===== config.mk =====
export PLATFORM = sky130hd
export DESIGN_NAME = mlo_fifo
export DESIGN_NICKNAME = d
export VERILOG_FILES = /design/src/hw/rtl/mlo_pkg.sv /design/src/hw/rtl/mlo_fifo.sv
export SDC_FILE = /design/constraint.sdc
export NUM_CORES = 1
export LEC_CHECK = 0
export BUFFER_PORTS_ARGS = -buffer_cell sky130_fd_sc_hd__clkbuf_2
export CAP_MARGIN = 25
export CORE_MARGIN = 2
export CORE_UTILIZATION = 40
export CTS_CLUSTER_DIAMETER = 60
export DETAILED_ROUTE_END_ITERATION = 16
export GPL_TIMING_DRIVEN = 0
export PLACE_DENSITY_LB_ADDON = 0.08
export REMOVE_ABC_BUFFERS = 1
export SYNTH_ARGS = -nofsm -noshare
export SYNTH_HDL_FRONTEND = slang
export SYNTH_SLANG_ARGS = --single-unit

===== constraint.sdc =====
create_clock -name aclk -period 3.25 [get_ports aclk]
set_clock_uncertainty 0.05 [all_clocks]
set_input_delay 0.65 -clock aclk [delete_from_list [all_inputs] [get_ports aclk]]
set_output_delay 0.65 -clock aclk [all_outputs]
set_load 0.005 [all_outputs]

===== src/hw/rtl/mlo_pkg.sv =====
`default_nettype none

package mlo_pkg;

    // Angle pair handed from the front end to the trig back end (yaw Q9.7, pitch Q8.7 degrees)
    typedef struct packed {
        logic signed [15:0] yaw;
        logic signed [14:0] pitch;
    } mlo_angles_t;

    localparam logic [15:0] SENS_RESET = 16'd6554;

    // One full turn in Q9.7 degrees
    localparam int YAW_SPAN = 46080;

    localparam int ATAN_ENTRIES = 24;

    // arctan(2^-i) as a 32-bit binary angle
    function automatic logic [29:0] atan_bam(input logic [4:0] idx);
        logic [29:0] v;
        unique case (idx)
            5'd0:    v = 30'd536870912;
            5'd1:    v = 30'd316933406;
            5'd2:    v = 30'd167458907;
            5'd3:    v = 30'd85004756;
            5'd4:    v = 30'd42667331;
            5'd5:    v = 30'd21354465;
            5'd6:    v = 30'd10679838;
            5'd7:    v = 30'd5340245;
            5'd8:    v = 30'd2670163;
            5'd9:    v = 30'd1335087;
            5'd10:   v = 30'd667544;
            5'd11:   v = 30'd333772;
            5'd12:   v = 30'd166886;
            5'd13:   v = 30'd83443;
            5'd14:   v = 30'd41722;
            5'd15:   v = 30'd20861;
            5'd16:   v = 30'd10430;
            5'd17:   v = 30'd5215;
            5'd18:   v = 30'd2608;
            5'd19:   v = 30'd1304;
            5'd20:   v = 30'd652;
            5'd21:   v = 30'd326;
            5'd22:   v = 30'd163;
            5'd23:   v = 30'd81;
            default: v = 30'd0;
        endcase
        return v;
    endfunction

endpackage

`default_nettype wire


===== src/hw/rtl/mlo_fifo.sv =====
`default_nettype none

module mlo_fifo #(
    parameter int DEPTH = 2
) (
    input  wire logic                 aclk,
    input  wire logic                 aresetn,
    input  wire logic                 push_i,
    input  wire mlo_pkg::mlo_angles_t data_i,
    output logic                      full_o,
    input  wire logic                 pop_i,
    output mlo_pkg::mlo_angles_t      data_o,
    output logic                      empty_o
);
    import mlo_pkg::*;

    localparam int PW = (DEPTH > 1) ? $clog2(DEPTH) : 1;
    localparam int CW = $clog2(DEPTH + 1);

    mlo_angles_t    mem_reg [DEPTH];
    logic [PW-1:0]  wr_ptr_reg, rd_ptr_reg;
    logic [CW-1:0]  count_reg;

    assign full_o  = (count_reg == CW'(DEPTH));
    assign empty_o = (count_reg == '0);
    assign data_o  = mem_reg[rd_ptr_reg];

    always_ff @(posedge aclk) begin
        if (push_i) begin
            mem_reg[wr_ptr_reg] <= data_i;
        end
    end

    always_ff @(posedge aclk) begin
        if (!aresetn) begin
            wr_ptr_reg <= '0;
            rd_ptr_reg <= '0;
            count_reg  <= '0;
        end else begin
            if (push_i) begin
                wr_ptr_reg <= (wr_ptr_reg == PW'(DEPTH - 1)) ? '0 : wr_ptr_reg + 1'b1;
            end
            if (pop_i) begin
                rd_ptr_reg <= (rd_ptr_reg == PW'(DEPTH - 1)) ? '0 : rd_ptr_reg + 1'b1;
            end
            unique case ({push_i, pop_i})
                2'b10:   count_reg <= count_reg + 1'b1;
                2'b01:   count_reg <= count_reg - 1'b1;
                default: count_reg <= count_reg;
            endcase
        end
    end

    a_no_overflow: assert property (@(posedge aclk) disable iff (!aresetn)
        push_i |-> !full_o)
        else $error("push into full queue");

endmodule

`default_nettype wire


# Word level (Yosys, flattened, before mapping)
# Memories as Yosys holds them, arrays and structs flattened. A register that Yosys moved wholly into a read port is not among the register bits.
# Cells that the tools add are included.
[word_totals] register_bits=4 ram_bits=62 input_bits=35 output_inout_bits=33 word_cells=20 mem_count=1
[mem_list] name="mem_reg" words=2 word_bits=31 read_ports=1 rd_ports_with_merged_regs=1 wr=1 line="mlo_fifo.sv:20" rtl="mlo_angles_t mem_reg [DEPTH];"
[op_classes] add_sub_neg=4 n_eq_ne=3 n_mux=7 reduce_logical=2
[op_table] cell="two-way mux 1 bit" n=6
[op_table] cell="== test 2 bit (second input constant)" n=2
[op_table] cell="one-hot mux 2 bit (2 select lines)" n=1
[op_table] cell="adder 1 bit (second input constant)" n=2
[op_table] cell="adder 2 x 1 -> 2 bit (second input constant)" n=1
[op_table] cell="== test 2 x 1 -> 1 bit (second input constant)" n=1
[op_table] cell="zero test 2 bit" n=1
[op_table] cell="nonzero test 2 bit" n=1
[op_table] cell="subtractor 2 x 1 -> 2 bit (second input constant)" n=1

# Longest topological paths before layout
[depth] word_depth=4 depth_mapped=5

# Least setup slack after synthesis
# No wires, ideal clock.
[synth_path] path_kind="input -> register" from="in push_i" to="mem mem_reg[0][0] in the netlist's numbering (enable)" setup_time_ns=0.421 arrival_time_ns=2.043 required_ns=2.779 slack_ns=0.736 stages=2 n_path_buf=0 cell_sequence="inv_1 nor2_1"
[synth_via] elab_chain_cells=2
[synth_rtl] element="start, declared" line="mlo_fifo.sv:8" rtl="input wire logic push_i,"
[synth_rtl] element="two-way mux 1 bit" line="mlo_fifo.sv:29" rtl="if (push_i) begin"
[synth_rtl] element="two-way mux 1 bit (implied by the code)" line="mlo_fifo.sv:30" rtl="mem_reg[wr_ptr_reg] <= data_i;"
[synth_rtl] element="end, declared" line="mlo_fifo.sv:20"
# Every way passes these cells.

==> results.md <==
* # Post-CTS Setup Buffers at 0
* Period utilization at 77.7%
* Clock Tree Root: clkbuf_8
* Max-cap violations at 0
* Clock latency on the worst-skew pair at about 0.32 ns
* R2R Path Start: wr_ptr_reg
* Congestion Overflow GR at 0
* Area after DPL at 2890 sq um
* Biggest cell delay along the critical path at 0.80 ns
* # IOs at 68
* Port Buffers at 67
* Setup Viol. Count Final at 0
* First-pass GRT wire length at 5700 um
* Number of global-route vias before repair at 1242
* Crit path launch type: flip-flop
* Area occupied by multi-input gates at 470 sq um
* Distinct cell type count after synthesis at 16
* CTS tree: built
* Status: complete, no violations
* EDFF count, synth at 62
* Cell-by-cell trace of the critical path: buf_16 -> mux2_2 -> clkbuf_2
* H-tree levels at 3
* CP max FO at 18
* Final nets at 230
* Via density at ~4.6
* Worst hold path startpoint: count_reg[1]
* Via total after detailed routing at ~1300
* Final WL at 3870 um
* Ratio of cells with drive above 1 in the final layout at 57.9%
* Peak Freq at slightly below 0.4 GHz
* Worst setup path category: reg2out
* Mapped Cells at 118
* Post-CTS Hold Buffers at 0
* Top_reg_cell synth: edfxtp_1
* DRT Pass-1 Iters at 4
* DR WL/cell at 14.2 um
* Diodes inserted at 0
* Post-route cell area at roughly 3000 sq um
* Final Hold Fails at 0
* Yosys top cell by area: edfxtp_1
* Non-Filler Instances at 272
* Register Area at 1960 sq um
* Synth top area share at 76.2%
* Top post-synthesis cells by count: edfxtp_1 (62), mux2_2 (31), dfxtp_1 (5)
* Top delay family on crit path: flip-flops
* Synthesized area at 2440 sq um
* CP arrival at between 1.5 and 2 ns
* Die Footprint at 6750 sq um
* Min Tclk post-route at 2.52 ns
* Slew headroom at a little under two fifths
* Max reg flops at a little over 60
* Util after Layout at slightly above 50%
* Post-synthesis register bit count at 67
* DP Worst Slack at 1.03 ns
* Most frequent cell after synthesis: edfxtp_1
* Yosys warns at 0
* Pin count of the biggest net entering global routing at 33
* Slew @ Worst Pin at roughly 0.94 ns
* Chip Width at 82.1 um
* Synthesized area per cell at 20.7 sq um
* Placer Congestion at 0.601
* WP buf/inv at 2
* Clk pin slew, worst setup/hold paths at approximately 0.06 ns
* Row count at 28
* Slew Limit Fails at 0
* Core area at 5920 sq um
* Area grow syn2layout at 24.4%
* Final setup slack of the worst path at 0.725 ns
* Initial core utilization at approximately 41%
* Synth area leaders: edfxtp_1 (76%), mux2_2 (14%), dfxtp_1 (4.1%)
* Sequential share of the synthesized area at 80.3%
* CP max-delay cell: dfxtp_1
* CTS Buf Count at 9
* CP endpoint kind: output pin
* Chip height at 82.1 um
* Post-Place Cells at 258
* CP required at 2.55 ns
* GR Util All Layers at 12.2%
* Post-route DRC at 0
* Sink Count at 67
* Async SR Flop Fraction at 0%
* Post-route ant nets at 0
* Iteration-0 DRC Markers at 37
* RSZ-0062 raised after global routing: false
* Overall power at 1.72 mW
* Final hold slack at about 0.46 ns
* TNS Setup at 0 ns
* Hold Crit Class: reg2reg
* Post-DP HPWL at about 2600 um
* LEAKAGE at between 1 and 1.5 nW
* Resized cells post-CTS at 0
* Initial antenna violation count at 0
* Clock Path Buffers at 2
* PwrDens at between 500 and 600 nW/um^2
* # fillers at 520
* Worst vdd ir at 300 uV
-- layout by cell type, fill, tap and decap left out, drive strengths merged --
| cell type | Yosys | routed |
|---|---|---|
| a21boi | 1 | 1 |
| and2 | 4 | 4 |
| and2b | 1 | 1 |
| buf | 3 | 1 |
| clkbuf | 0 | 76 |
| clkinv | 0 | 5 |
| dfxtp | 5 | 5 |
| edfxtp | 62 | 62 |
| ha | 1 | 1 |
| inv | 1 | 1 |
| mux2 | 31 | 31 |
| nor2 | 2 | 2 |
| nor2b | 1 | 1 |
| o21a | 1 | 1 |
| o21ai | 1 | 1 |
| or3 | 1 | 1 |
| xnor2 | 2 | 2 |
| xor2 | 1 | 1 |
-- kinds of logic after synthesis --
group	count (synthesis)	synth area share [%]
AO/OA/AOI/OAI	3	0.820
buffers and inverters	4	0.768
flip-flops	67	80.3
adder cells (fa/ha/maj)	1	0.512
AND/OR/NAND/NOR	9	2.20
multiplexers	31	14.3
XOR/XNOR	3	1.08
-- area by class of cell --
class                           instances  share of cell area [%]
Sequential cell                        67                    64.6
Tap cell                               75                    3.09
Inverter                                1                   0.124
Multi-Input combinational cell         47                    15.5
Clock inverter                          5                   0.741
Clock buffer                            9                    4.08
Timing Repair Buffer                   68                    11.9
-- metal layers --
metal / wire length (um) / share of wire, % / GRT usage (%) / vias to the layer above
met4: 76 / 2.0 / 9.50 / 0
met3: 265 / 6.8 / 4.13 / 6
met5: 0 / 0 / 0 / -
met2: 2090 / 54 / 20.0 / 39
li1: - / - / - / 605
met1: 1430 / 37 / 12.8 / 609
-- report_power, final --
part           switching [mW]  internal [mW]
clock                   0.268          0.258
combinational          0.0764          0.100
sequential             0.0209          0.995
total                   0.366           1.35
-- final timing paths --
kind / cells after the start / slack [ns] / endpoint
hold / removal: 2 / 0.46 / count_reg[1]
setup reg to reg: 1 / 1.73 / mem_reg[0][20]
setup / recovery: 3 / 0.73 / data_o[1]
hold reg to reg: 2 / 0.46 / count_reg[1]
Power figures use the tool's default switching activity.
