<file path="src/hw/rtl/mlo_pkg.sv">
`default_nettype none

package mlo_pkg;

    // Angle pair handed from the front end to the trig back end (yaw Q9.7, pitch Q8.7 degrees)
    typedef struct packed {
        logic signed [15:0] yaw;
        logic signed [14:0] pitch;
    } mlo_angles_t;

    localparam logic [15:0] SENS_RESET = 16'd6554;

    // One full turn in Q9.7 degrees
    localparam int YAW_SPAN = 46080;

    localparam int ATAN_ENTRIES = 24;

    // arctan(2^-i) as a 32-bit binary angle
    function automatic logic [29:0] atan_bam(input logic [4:0] idx);
        logic [29:0] v;
        unique case (idx)
            5'd0:    v = 30'd536870912;
            5'd1:    v = 30'd316933406;
            5'd2:    v = 30'd167458907;
            5'd3:    v = 30'd85004756;
            5'd4:    v = 30'd42667331;
            5'd5:    v = 30'd21354465;
            5'd6:    v = 30'd10679838;
            5'd7:    v = 30'd5340245;
            5'd8:    v = 30'd2670163;
            5'd9:    v = 30'd1335087;
            5'd10:   v = 30'd667544;
            5'd11:   v = 30'd333772;
            5'd12:   v = 30'd166886;
            5'd13:   v = 30'd83443;
            5'd14:   v = 30'd41722;
            5'd15:   v = 30'd20861;
            5'd16:   v = 30'd10430;
            5'd17:   v = 30'd5215;
            5'd18:   v = 30'd2608;
            5'd19:   v = 30'd1304;
            5'd20:   v = 30'd652;
            5'd21:   v = 30'd326;
            5'd22:   v = 30'd163;
            5'd23:   v = 30'd81;
            default: v = 30'd0;
        endcase
        return v;
    endfunction

endpackage

`default_nettype wire

</file>
<file path="src/hw/rtl/mlo_front.sv">
`default_nettype none

module mlo_front (
    input  wire logic               aclk,
    input  wire logic               aresetn,
    input  wire logic [15:0]        sens_i,
    input  wire logic               s_valid,
    output logic                    s_ready,
    input  wire logic signed [15:0] s_cursor_x,
    input  wire logic signed [15:0] s_cursor_y,
    output logic                    push_o,
    output mlo_pkg::mlo_angles_t    push_data_o,
    input  wire logic               full_i
);
    import mlo_pkg::*;

    localparam int DW = 22;
    // offset that keeps the yaw sum non-negative (12 turns + half turn)
    localparam int YAW_BIAS = 12 * YAW_SPAN + YAW_SPAN / 2;
    localparam int YAW_HALF = YAW_SPAN / 2;
    localparam int PITCH_LIM = 11392;
    // ceil(2^40 / 46080)
    localparam logic [24:0] YAW_RECIP = 25'd23860930;

    typedef enum logic [2:0] {F_IDLE, F_MUL, F_SUM, F_QUOT, F_REM} fstate_t;

    fstate_t                state_reg;
    logic                   first_reg;
    logic signed [15:0]     prev_x_reg, prev_y_reg;
    logic signed [15:0]     yaw_acc_reg;
    logic signed [14:0]     pitch_acc_reg;
    logic signed [16:0]     dx_reg, dy_reg;
    logic signed [DW-1:0]   dyaw_reg, dpitch_reg;
    logic [20:0]            u_reg;
    logic [4:0]             q_reg;

    logic signed [15:0]     base_x, base_y;
    logic signed [16:0]     dx_next, dy_next;
    logic signed [16:0]     sens_s;
    logic signed [33:0]     prod_yaw, prod_pitch;
    logic signed [DW-1:0]   dyaw_next, dpitch_next;
    logic signed [22:0]     u_sum, p_sum;
    logic [20:0]            u_next;
    logic signed [14:0]     pitch_next;
    logic [45:0]            q_prod;
    logic [4:0]             q_next;
    logic [22:0]            rem_u;
    logic signed [16:0]     yaw_wide;
    logic signed [15:0]     yaw_next;

    assign s_ready = (state_reg == F_IDLE);

    // first event: deltas are zero
    assign base_x  = first_reg ? s_cursor_x : prev_x_reg;
    assign base_y  = first_reg ? s_cursor_y : prev_y_reg;
    assign dx_next = 17'(s_cursor_x) - 17'(base_x);
    assign dy_next = 17'(base_y) - 17'(s_cursor_y);

    assign sens_s      = signed'({1'b0, sens_i});
    assign prod_yaw    = dx_reg * sens_s;
    assign prod_pitch  = dy_reg * sens_s;
    assign dyaw_next   = DW'((prod_yaw + 34'sd4096) >>> 13);
    assign dpitch_next = DW'((prod_pitch + 34'sd4096) >>> 13);

    assign u_sum  = 23'(yaw_acc_reg) + 23'(dyaw_reg) + 23'(YAW_BIAS);
    assign u_next = u_sum[20:0];

    assign p_sum = 23'(pitch_acc_reg) + 23'(dpitch_reg);
    always_comb begin
        priority if (p_sum > 23'(PITCH_LIM)) begin
            pitch_next = 15'(PITCH_LIM);
        end else if (p_sum < -23'(PITCH_LIM)) begin
            pitch_next = -15'(PITCH_LIM);
        end else begin
            pitch_next = p_sum[14:0];
        end
    end

    // turns = floor(u / 46080) by reciprocal, exact for u < 32 * 46080 (5-bit result)
    assign q_prod = 46'(u_reg) * 46'(YAW_RECIP);
    assign q_next = q_prod[44:40];

    assign rem_u    = 23'(u_reg) - 23'(q_reg) * 23'(YAW_SPAN);
    assign yaw_wide = signed'(17'(rem_u)) - 17'(YAW_HALF);
    assign yaw_next = yaw_wide[15:0];

    assign push_o            = (state_reg == F_REM) && !full_i;
    assign push_data_o.yaw   = yaw_next;
    assign push_data_o.pitch = pitch_acc_reg;

    always_ff @(posedge aclk) begin
        if (!aresetn) begin
            state_reg     <= F_IDLE;
            first_reg     <= 1'b1;
            prev_x_reg    <= 16'sd6400;
            prev_y_reg    <= 16'sd4800;
            yaw_acc_reg   <= -16'sd11520;
            pitch_acc_reg <= '0;
        end else begin
            unique case (state_reg)
                F_IDLE: begin
                    if (s_valid) begin
                        dx_reg     <= dx_next;
                        dy_reg     <= dy_next;
                        prev_x_reg <= s_cursor_x;
                        prev_y_reg <= s_cursor_y;
                        first_reg  <= 1'b0;
                        state_reg  <= F_MUL;
                    end
                end
                F_MUL: begin
                    dyaw_reg   <= dyaw_next;
                    dpitch_reg <= dpitch_next;
                    state_reg  <= F_SUM;
                end
                F_SUM: begin
                    u_reg         <= u_next;
                    pitch_acc_reg <= pitch_next;
                    state_reg     <= F_QUOT;
                end
                F_QUOT: begin
                    q_reg     <= q_next;
                    state_reg <= F_REM;
                end
                F_REM: begin
                    if (!full_i) begin
                        yaw_acc_reg <= yaw_next;
                        state_reg   <= F_IDLE;
                    end
                end
                default: state_reg <= F_IDLE;
            endcase
        end
    end

    a_yaw_range: assert property (@(posedge aclk) disable iff (!aresetn)
        yaw_acc_reg >= -16'(YAW_HALF) && yaw_acc_reg <= 16'(YAW_HALF - 1))
        else $error("yaw accumulator left its wrap range");

    a_turn_exact: assert property (@(posedge aclk) disable iff (!aresetn)
        state_reg == F_REM |-> rem_u < 23'(YAW_SPAN))
        else $error("yaw turn count off by one");

endmodule

`default_nettype wire

</file>
<file path="config.mk">
export PLATFORM = sky130hd
export DESIGN_NAME = mlo_front
export DESIGN_NICKNAME = d
export VERILOG_FILES = /design/src/hw/rtl/mlo_pkg.sv /design/src/hw/rtl/mlo_front.sv
export SDC_FILE = /design/constraint.sdc
export NUM_CORES = 2
export LEC_CHECK = 0
export ABC_CLOCK_PERIOD_IN_PS = 6200
export BUFFER_PORTS_ARGS = -buffer_cell sky130_fd_sc_hd__buf_2
export CAP_MARGIN = 40
export CORE_AREA = 3 3 283 285
export DETAILED_ROUTE_END_ITERATION = 10
export DIE_AREA = 0 0 286 288
export GPL_TIMING_DRIVEN = 0
export PLACE_DENSITY = 0.66
export SYNTH_ARGS = -nofsm -noshare
export SYNTH_HDL_FRONTEND = slang
export SYNTH_SLANG_ARGS = --single-unit
export TNS_END_PERCENT = 5
</file>
<file path="constraint.sdc">
create_clock -name aclk -period 6.2 [get_ports aclk]
set_input_delay 0.31 -clock aclk [delete_from_list [all_inputs] [get_ports aclk]]
set_output_delay 0.31 -clock aclk [all_outputs]
set_load 0.05 [all_outputs]
</file>
# [Word-level counts from Yosys, hierarchy flattened]
# Cells that the tools add are included.
[word_totals] ff_bits=169 inputBits=52 output_inout_bits=33 elab_cells=51
[op_classes] n_addsub=9 multipliers=4 n_lt_le_gt_ge=2 n_eq_ne=6 n_mux=7 n_bitwise=1 n_reduce_logical=10
[op_table] operator="$add A34 B14 Y34 const B" n=2
[op_table] operator="$mul A17 B17 Y34" n=2
[op_table] operator="$mul A21 B24 Y44 const B" n=1
[op_table] operator="$sub A16 B16 Y17" n=2
[op_table] operator="$mux W16" n=2
[op_table] operator="$mux W15" n=2
[op_table] operator="$add A15 B21 Y22" n=1
[op_table] operator="$gt A22 B15 Y1 const B" n=1
[op_table] operator="$lt A22 B15 Y1 const B" n=1
[op_table] operator="$add A16 B21 Y21" n=1
[op_table] operator="$add A21 B21 Y21 const B" n=1
[op_table] operator="$sub A16 B16 Y16" n=1
[op_table] operator="$sub A16 B16 Y16 const B" n=1
[op_table] operator="$pmux W3 S5" n=1
[op_table] operator="$reduce_and A2 Y1" n=6
[op_table] operator="$eq A3 B2 Y1 const B" n=2
[op_table] operator="$mul A5 B6 Y6 const B" n=1
[op_table] operator="$mux W3" n=2
[op_table] operator="$ne A2 B2 Y1 const B" n=2
[op_table] operator="$eq A3 B1 Y1 const B" n=1
[op_table] operator="$eq A3 B3 Y1 const B" n=1
[op_table] operator="$logic_not A3 Y1" n=1
[op_table] operator="$reduce_and A3 Y1" n=1
[op_table] operator="$logic_and A1 B1 Y1" n=1
[op_table] operator="2 further kinds" n=2

# [Longest topological paths before layout]
[depth] depth_word=4 mapped_depth=25 mapped_depth_nobuf=24

# [Worst setup path after synthesis]
# OpenSTA, ideal clock, no wires.
[synth_timing] path_type="register to register" startpoint="register dx_reg[15]" endpoint="register dyaw_reg[20] (netlist name)" setup_ps=260 arrival_time_ps=5959 t_required_ps=5940 slack_ps=-19 path_stages_with_launch=23 path_buffers=1 period_less_slack_ps=6219 path_cell_list="edfxtp_1 clkbuf_1 and2_1 fa_1 inv_1 fa_1 inv_1 fa_1 fa_1 fa_1 inv_1 fa_1 inv_1 ha_1 and3_1 nand4_1 o211ai_1 a211oi_1 nor3b_1 a2111oi_0 o31ai_1 a21oi_1 xnor2_1"
[synth_via] elab_chain_len=2
[synth_rtl] element="from (decl)" line_no="mlo_front.sv:32" rtl="logic signed [16:0] dx_reg, dy_reg;"
[synth_rtl] element="from (signal assigned)" line_no="mlo_front.sv:103" rtl="dx_reg <= dx_next;"
[synth_rtl] element="$mul A17 B17 Y34" line_no="mlo_front.sv:60" rtl="assign prod_yaw = dx_reg * sens_s;"
[synth_rtl] element="$add A34 B14 Y34" line_no="mlo_front.sv:62" rtl="assign dyaw_next = DW'((prod_yaw + 34'sd4096) >>> 13);"
[synth_rtl] element="named net dyaw_next[20]" line_no="mlo_front.sv:41" rtl="logic signed [DW-1:0] dyaw_next, dpitch_next;"
# The timed path passes the listed nets, and every way through them passes these cells.
# A chain may end at the register's enable or synchronous reset.

# [Worst setup path in the final report]
[layout_timing] startpoint="register dy_reg[14]" endpoint="register dpitch_reg[19], data pin"
[layout_via] elab_chain_len=2
[layout_rtl] element="from (decl)" line_no="mlo_front.sv:32"
[layout_rtl] element="from (signal assigned)" line_no="mlo_front.sv:104" rtl="dy_reg <= dy_next;"
[layout_rtl] element="$mul A17 B17 Y34" line_no="mlo_front.sv:61" rtl="assign prod_pitch = dy_reg * sens_s;"
[layout_rtl] element="$add A34 B14 Y34" line_no="mlo_front.sv:63" rtl="assign dpitch_next = DW'((prod_pitch + 34'sd4096) >>> 13);"
[layout_rtl] element="named net dpitch_next[19]" line_no="mlo_front.sv:41"
[layout_rtl] element="to (signal assigned)" line_no="mlo_front.sv:113" rtl="dpitch_reg <= dpitch_next;"
[layout_rtl] element="to (decl)" line_no="mlo_front.sv:33" rtl="logic signed [DW-1:0] dyaw_reg, dpitch_reg;"
# The timed path passes the listed nets, and every way through them passes these cells.

==> impl_metrics.tcl <==
set metrics [dict create \
    holdPathStages 3 \
    slew-limit-headroom_pct 38.8 \
    timing.fmax_mhz 152 \
    initial_core_util_pct 48.1 \
    grt_max_degree 35 \
    status "finished, violations left" \
    start_kind "register" \
    yosysTopAreaCell "fa_1" \
    ios 85 \
    wl_per_cell_um 17.8 \
    synthTopCellsByArea "fa_1 37%, ha_1 16%, inv_1 10%, edfxtp_1 8.2%, and2_1 5.6%" \
    rows 102 \
    cp_common_cell "fa_1" \
    cp_data_arrival_time_ns 6.82 \
    r2r_setup_slack_ns -0.38 \
    die_h_um 288 \
    slowest_stage "edfxtp_1" \
    clk_path_buf_depth 2 \
    clkSlewWorstSetupHoldPaths_ns 0.09 \
    ant_nets 0 \
    cts-root-buf "clkbuf_16" \
    cts_made_buffers 17 \
    finalCritPeriodShare_pct 106 \
    finalNetCount 5350 \
    syn_avg_cell_area_um2 9.41 \
    synth_fp_nets 5181 \
    grt_usage_pct 23.5 \
    setup_viol 16 \
    grt_pass1_wl_mm 149 \
    multi_input_area_um2 29000 \
    worst_pin_slew_ns 0.918 \
    yosysSeqAreaShare_pct 11.8 \
    synth.most_common_cell "inv_1" \
    cp_max_fo 10 \
    synth_ff_type "edfxtp_1" \
    reg2reg_depth 21 \
    synth_edf_count 102 \
    setup_ws_ns -0.376 \
    cp-end-kind "register" \
    fill_cells 7160 \
    drive_gt1_share_pct 8.46 \
    syn_to_final_growth_pct 9.37 \
    die_w_um 286 \
    final-seq-area_um2 4400 \
    holdWs_ns 0.0530 \
    cp-endpoint "dpitch_reg[19]$_DFFE_PP_" \
    htree_levels 4 \
    grt.overflow.total 0 \
    vias 26532 \
    hpwl_mm 78.2 \
    drc 0 \
    async_reset_ff_share_pct 0 \
    clock-sinks 169 \
    drtPass1Iterations 5 \
    dieArea_um2 82400 \
    crit_type "reg2reg" \
    rsz0062_at_grt "true" \
    r2r_end "dpitch_reg[19]$_DFFE_PP_" \
    crit_required_ns 6.44 \
    violations "negative setup slack" \
    drv_slew 0 \
    synthCells 3965 \
    worstReg2RegStart "dy_reg[14]$_DFFE_PP_" \
    insertion_delay_ns 0.51 \
    cts_tree "built" \
    drt-initial-drc-count 1571 \
    core_area_um2 77600 \
    min_period_ns 6.58 \
    synth_seq_cells 169 \
    finalHoldViolations 0 \
    netlist.area_leader.share_pct 36.5 \
    numPortBuffers 80 \
    syn_area_um2 37300 \
    ys_top_cells_by_count "1,041 x inv_1, 681 x fa_1, 483 x ha_1, 353 x nand2_1, 334 x and2_1" \
    grt_antenna_before_repair 9 \
    cap_violations 0 \
    holdCritPathClass "in2reg" \
    first_global_vias 27412 \
    synth.distinct_cells 84 \
    startpoint "dy_reg[14]$_DFFE_PP_" \
    max_stage_delay_ns 0.55 \
    worstPathCellList "clkbuf_2, and2_1, fa_1, inv_1, fa_1, fa_1, inv_1, fa_1, fa_1, inv_1, fa_1, inv_1, ha_1, and3_1, nand4_1, a211o_1, a311oi_4, a211oi_2, o21bai_1, a21oi_1, xnor2_1" \
    via_per_inst 5.11 \
    skew_ns 0.0260 \
    routed_wl_mm 92.3 \
    gp_congestion 0.921 \
    synth_warnings 0 \
]
==> metrics by stage <==
stage          setup TNS (ns)  instances  area, um2  worst slack [ns]  util, %
2_1_floorplan               0       3965      37300            0.0222        -
3_3_place_gp           -89.78       5085      39000             -1.60     50.3
3_5_place_dp           -26.88       5100      39200             -1.51     50.5
4_1_cts                 -3.10       5180      40500            -0.298     52.2
5_1_grt                 -8.52       5187      40800            -0.618     52.6
6_report                -3.83       5191      40800            -0.376     52.6
==> worst min-delay path by stage <==
stage / start / endpoint
final: s_cursor_x[11] / prev_x_reg[11]$_SDFFE_PN1P_
after CTS: s_cursor_x[11] / prev_x_reg[11]$_SDFFE_PN1P_
after global placement: prev_x_reg[0]$_SDFFE_PN0P_ / prev_x_reg[0]$_SDFFE_PN0P_
after global routing: s_cursor_y[15] / prev_y_reg[15]$_SDFFE_PN0P_
after detailed placement: prev_x_reg[12]$_SDFFE_PN1P_ / prev_x_reg[12]$_SDFFE_PN1P_
after floorplan: s_cursor_x[11] / prev_x_reg[11]$_SDFFE_PN1P_
==> per-layer routing <==
| metal | GRT usage [%] | part of all wire [%] | vias to the layer above | routed length [um] |
|---|---|---|---|---|
| met5 | 0 | 0.044 | - | 41 |
| met4 | 6.03 | 2.5 | 6 | 2270 |
| met3 | 4.08 | 6.6 | 134 | 6070 |
| met2 | 37.5 | 46 | 699 | 42300 |
| met1 | 33.2 | 45 | 13267 | 41600 |
| li1 | - | - | 12426 | - |
==> kinds of logic after synthesis <==
logic type      after synthesis  synth area share, %
compound gates              334                 6.20
xor+xnor                    134                 3.22
fa+ha+maj                  1164                 52.7
buf+inv                    1152                 11.6
flops                       169                 11.8
mux                          34                0.969
simple gates                978                 13.5
==> area by class of cell <==
type	instances	share of cell area (%)
antenna	4	0.0245
buffer	111	1.37
clock buffer	17	1.04
clock inverter	15	0.518
inverter	1041	9.58
multi-input combinational	2644	71.0
sequential	169	10.8
tap	1040	3.19
timing repair buffer	150	2.47
==> critical path: cells and delay by family, from the launching register on <==
kind,cells,cell delay (ns)
compound gates,5,1.22
xor+xnor,1,0.14
fa+ha+maj,7,3.36
buf+inv,5,0.50
flops,1,0.55
simple gates,3,0.57
==> cell usage in the layout, fill, tap and decap left out, drive strengths merged, types with 22 or more instances in the layout <==
cell type,Yosys,final
and2,334,334
a21boi,45,45
nor3,38,38
nand3,32,32
nand2b,22,22
buf,6,163
xor2,34,34
nor2b,24,24
edfxtp,102,102
a21oi,84,84
o21ai,65,65
xnor2,100,100
ha,483,483
nand2,353,353
nor2,100,100
dfxtp,67,67
clkbuf,105,115
o21a,23,23
inv,1041,1049
fa,681,681
==> repair_timing <==
| action | 4_1_cts | 5_1_grt |
|---|---|---|
| pin swaps | 19 | 23 |
| setup buffers | 48 | 7 |
| gates cloned | 0 | 0 |
| resized for setup | 98 | 69 |
| endpoints found under the hold margin | 0 | 0 |
| endpoints found under the setup margin | 35 | 32 |
| hold buffers | 0 | 0 |
Power is left out: the tool's default activity adds up to more than one toggle a clock period on the data nets, which glitch-free logic cannot reach.
